[src/tfp_pkg.sv]
// Shared types and field widths for the task queue with tag purge.
`timescale 1ns / 1ps

package tfp_pkg;

    // Fixed widths of the request and result fields.
    localparam int OP_W      = 2;
    localparam int TAG_IN_W  = 8;
    localparam int COMP_W    = 16;
    localparam int TAG_OUT_W = 8;
    localparam int OCC_W     = 9;

    // Request opcodes.
    localparam logic [OP_W-1:0] OP_PUSH  = 2'd0;
    localparam logic [OP_W-1:0] OP_POP   = 2'd1;
    localparam logic [OP_W-1:0] OP_PURGE = 2'd2;
    localparam logic [OP_W-1:0] OP_CLEAR = 2'd3;

    // Per-cycle commands broadcast along the cell chain.
    typedef struct packed {
        logic push;   // cell at the tail index loads the pushed entry
        logic shift;  // every cell takes its upper neighbour's entry
        logic keep;   // during purge: cell at tail-1 takes the head entry
    } t_cell_ctl;

endpackage

[src/tfp_cell.sv]
// One storage cell of the queue chain: holds an entry, shifts towards the head.
`timescale 1ns / 1ps

module tfp_cell #(
    parameter int EW    = 24,
    parameter int CW    = 9,
    parameter int INDEX = 0
) (
    input  logic                 i_clk,
    input  tfp_pkg::t_cell_ctl   i_ctl,
    input  logic [CW-1:0]        i_push_idx,
    input  logic [CW-1:0]        i_rot_idx,
    input  logic [EW-1:0]        i_next,
    input  logic [EW-1:0]        i_head,
    input  logic [EW-1:0]        i_push,
    output logic [EW-1:0]        o_entry
);

    logic [EW-1:0] r_entry;
    logic [EW-1:0] n_entry;
    logic          w_here_push;
    logic          w_here_rot;

    assign w_here_push = (i_push_idx == CW'(INDEX));
    assign w_here_rot  = (i_rot_idx == CW'(INDEX));

    always_comb begin
        n_entry = r_entry;
        if (i_ctl.push && w_here_push) begin
            n_entry = i_push;
        end else if (i_ctl.shift && i_ctl.keep && w_here_rot) begin
            // survivor of a purge step recirculates to the tail
            n_entry = i_head;
        end else if (i_ctl.shift) begin
            n_entry = i_next;
        end
    end

    always_ff @(posedge i_clk) begin
        r_entry <= n_entry;
    end

    assign o_entry = r_entry;

endmodule

[config.mk]
export PLATFORM = sky130hd
export DESIGN_NAME = tfp_cell
export DESIGN_NICKNAME = d
export VERILOG_FILES = /design/src/tfp_pkg.sv /design/src/tfp_cell.sv
export SDC_FILE = /design/constraint.sdc
export NUM_CORES = 1
export LEC_CHECK = 0
export BUFFER_PORTS_ARGS = -buffer_cell sky130_fd_sc_hd__buf_2
export CORE_MARGIN = 2
export CORE_UTILIZATION = 41
export CTS_BUF_LIST = sky130_fd_sc_hd__clkbuf_4
export CTS_CLUSTER_SIZE = 20
export DETAILED_ROUTE_END_ITERATION = 6
export HOLD_SLACK_MARGIN = 0.12
export PLACE_DENSITY_LB_ADDON = 0.25
export SLEW_MARGIN = 20
export SYNTH_ARGS = -nofsm -noshare
export SYNTH_HDL_FRONTEND = slang
export SYNTH_SLANG_ARGS = --single-unit
export TNS_END_PERCENT = 50
[constraint.sdc]
create_clock -name i_clk -period 3.8 [get_ports i_clk]
set_input_delay 1.14 -clock i_clk [delete_from_list [all_inputs] [get_ports i_clk]]
set_output_delay 1.14 -clock i_clk [all_outputs]
set_load 0.02 [all_outputs]
## Word level (Yosys, flattened, before mapping)

Index checks and enable logic that the tools add are counted.

| operators by class | value |
|---|---|
| muxes and demuxes | 3 |
| reduce and logical (&&, ||, !) cells | 6 |

Operators by type and width:

| cell | number |
|---|---|
| two-way mux 24 bit | 3 |
| zero test 9 bit | 2 |
| logical AND 1 bit | 3 |
| nonzero test 3 bit | 1 |

| storage, ports and cells | value |
|---|---|
| bits of input ports | 94 |
| word-level logic and storage cells | 10 |
| register bits | 24 |
| output and inout bits | 24 |

## Longest topological paths before layout

| depth | value |
|---|---|
| depth after elaboration | 4 |
| mapped depth | 6 |

## Worst setup path before layout

No wires, ideal clock.

| timing path | value |
|---|---|
| path kind | input to register |
| start | input i_push_idx[7] |
| end | register r_entry[0] (netlist: o_entry[0]) (enable) |
| path slack | 0.551 ns |
| buffers on the path | 2 |
| arrival time | 2.865 ns |
| stages | 5 |
| path through | or4b_1 > buf_2 > or3_1 > buf_6 > nand2b_1 |

| between the ends | value |
|---|---|
| cells in the longest elaborated chain, start to end | 3 |

Ends and longest elaborated chain:

| what | RTL line | text |
|---|---|---|
| from (decl) | tfp_cell.sv:11 | `input logic [CW-1:0] i_push_idx,` |
| zero test 9 bit | tfp_cell.sv:24 | `assign w_here_push = (i_push_idx == CW'(INDEX));` |
| logical AND 1 bit | tfp_cell.sv:29 | `if (i_ctl.push && w_here_push) begin` |
| nonzero test 3 bit (no line) | - |  |
| to (signal assigned) | tfp_cell.sv:40 | `r_entry <= n_entry;` |
| to (decl) | tfp_cell.sv:19 | `logic [EW-1:0] r_entry;` |

No other way between the ends.
A chain may end at the register's enable or synchronous reset.

## Final worst setup path

| timing path | value |
|---|---|
| start | input i_rot_idx[4] |
| end | register r_entry[19] (netlist: o_entry[19]) (data pin) |

| between the ends | value |
|---|---|
| cells in the longest elaborated chain, start to end | 4 |

Ends and longest elaborated chain:

| what | RTL line | text |
|---|---|---|
| from (decl) | tfp_cell.sv:12 | `input logic [CW-1:0] i_rot_idx,` |
| zero test 9 bit | tfp_cell.sv:25 | `assign w_here_rot = (i_rot_idx == CW'(INDEX));` |
| logical AND 1 bit | tfp_cell.sv:31 | `end else if (i_ctl.shift && i_ctl.keep && w_here_rot) begin` |
| two-way mux 24 bit | tfp_cell.sv:31 |  |
| two-way mux 24 bit | tfp_cell.sv:29 |  |
| via n_entry[19] | tfp_cell.sv:20 | `logic [EW-1:0] n_entry;` |

The timed path passes the listed nets, and every way through them passes these cells.

==> results by group <==
Synth
  • Main flop type after synthesis: edfxtp_1
  • Largest area contributor in the netlist: edfxtp_1
  • Commonest cells in the netlist: nor4_1, a31oi_1, edfxtp_1, nand4_1, o31ai_1
  • Mapped Cells: between 150 and 200
  • Syn_nets: 252
  • Mapped Avg Cell Area: roughly 9.9 um^2
  • Netlist Area Pre-Place: between 1500 and 2000 um^2
  • Ranking of synthesized cells by area: edfxtp_1, o31ai_1, nor4_1, a31oi_1, nand4_1
  • Number of synthesized flops with an enable pin: 24
  • Synth unique cells: 15
  • Sequential fraction of the synthesis area: 0.463
  • Count leader, synth: nor4_1
  • Share of the synthesized area in the top cell type: 0.463
  • Synth Warn #: 0
  • Register bit total from synthesis: 24
  • Async SR Flop Fraction: 0

Run status
  • Status: finished, final reports clean

Power and ir drop
  • Total Power: between 0.5 and 0.6 mW
  • Pwr/cell area: 265 nW/um^2
  • Combinational power share: 0.258
  • Sw Share: 0.279
  • Power share of the sequential group: 0.559
  • Clock group share of total power: 0.183
  • P_sw: 0.159 mW
  • Power Internal: approximately 0.41 mW
  • Worst vdd ir: ~0.12 mV
  • Leak: ~0.83 nW

Layout
  • ANT cells: 0
  • Final cell count without fillers: 305
  • Layout cells sized above 1: 0.502
  • Net count, final: 353
  • P&R area growth vs syn: 38.6%
  • Max reg flops: 24

Clocking
  • # resized after CTS: 0
  • Max clock buf depth: 2
  • Num CTS Buffers: 3
  • CTS tree: done
  • CTS Hold Buffers Added: 0
  • Clk sinks: 24
  • H-tree level count: 1
  • Clock Tree Root: clkbuf_4
  • Postcts setup bufs: 0
  • Clk slew on worst S/H paths: between 0.1 and 0.15 ns

Hold path
  • Hold Crit Class: input port to flop
  • Hold Crit Start: i_push[9]

Routing
  • Routed wire length: just over 5000 um
  • Via count: about 1900
  • Vias per inst: between 6 and 7
  • Detail Route Antenna Nets: 0
  • Initial DRC Count: between 100 and 150
  • Drt pass-1 iters: 4
  • Post-route DRC: 0
  • DR WL/cell: approximately 17 um

Placement
  • Placed insts: 302
  • Buffers on Ports: ~120
  • Gpl congestion: around 0.84

GRT
  • All-Layer GR Usage: 0.226
  • Vias in the first global route: 1600
  • Largest net degree at the start of global routing: 26
  • Initial antenna violation count: 0
  • First-pass GRT wire length: between 7000 and 8000 um
  • GR Overflow Total: 0

Worst setup path
  • CP Class: input port to flop
  • Crit path max fanout: 24
  • CP Launch Type: input port
  • Crit end category: flop
  • Critical path arrival: between 2 and 3 ns
  • CP Launch Point: i_rot_idx[4]
  • CP Data Required Time: around 3.8 ns

STA
  • Setup TNS: 0 ns
  • Relative slew margins: 0.353
  • Final hold vios: 0
  • Final setup viols: 0
  • Crit share post-route: 0.721
  • Final min period: 2.74 ns
  • Fmax: between 300 and 400 MHz
  • Fin. max-slew vios: 0
  • RSZ-0062 raised after global routing: false
  • Worst-Margin Slew: around 0.97 ns

Die
  • Die outline height: ~66 um
  • Ports: 118
  • Starting Density: 0.425
  • Core area: around 3700 um^2
  • Die footprint: 4310 um^2
  • Die width: between 60 and 70 um
  • Row cnt: 22

Run
  • Max-cap violations: 0
-- per-layer routing --
layer / GRT usage / vias up / share of wire
li1: - / 884 / -
met1: 0.308 / 847 / 0.40
met2: 0.378 / 128 / 0.48
met3: 0.0342 / 4 / 0.11
met4: 0.0573 / 0 / 0.0095
met5: 0 / - / 0
-- area by class of cell --
cell class                      instances  area, um^2
Tap cell                               48        60.1
Clock buffer                            3        22.5
Sequential cell                        24         721
Fill cell                             338        1500
Timing Repair Buffer                  123         631
Multi-Input combinational cell        107         723
-- per-stage QoR --
step	setup WS, ns	utilization	hold slack [ns]	instance area, um^2
global route	0.963	0.589	1.17	2160
finish	1.06	0.589	1.19	2160
floorplan	0.551	-	1.40	1560
CTS	1.09	0.589	1.19	2160
global placement	0.762	0.583	1.49	2130
detailed placement	0.758	0.583	1.50	2130
-- logic make-up (layout without fill, tap and decap cells) --
kind of cell / count (synthesis) / after routing / share of synthesized area
flip-flops: 24 / 24 / 0.463
AND/OR/NAND/NOR: 59 / 59 / 0.244
buffers and inverters: 27 / 126 / 0.0804
AO/OA/AOI/OAI: 48 / 48 / 0.212
-- critical path: stages --
cell and delay, ns:
buf_2 0.11, or4_1 0.92, o31ai_1 0.44, a31oi_1 0.17
-- power by group through the flow --
stage | registers [mW] | clock network [mW] | logic [mW]
3_5_place_dp | 0.326 | 0 | 0.146
3_3_place_gp | 0.326 | 0 | 0.147
4_1_cts | 0.320 | 0.106 | 0.147
6_report | 0.320 | 0.105 | 0.147
5_1_grt | 0.321 | 0.121 | 0.158
2_1_floorplan | 0.354 | 0 | 0.0398
-- cells in the final DEF (no fill, tap or decap) --
cell / netlist / routed
a31oi_1: 24 / 24
and3b_1: 1 / 1
buf_2: 1 / 117
buf_4: 0 / 6
clkbuf_4: 0 / 3
edfxtp_1: 24 / 24
nand2b_1: 1 / 1
nand3b_1: 1 / 1
nand4_1: 24 / 24
nor4_1: 26 / 24
nor4_2: 0 / 2
o31ai_1: 24 / 24
or2_2: 1 / 1
or3_1: 1 / 1
or4_1: 3 / 3
or4b_1: 1 / 1
-- final timing paths --
path | endpoint | depth (start not counted)
setup / recovery | o_entry[19] | 4
hold / removal | o_entry[9] | 3
Power figures use the tool's default switching activity.
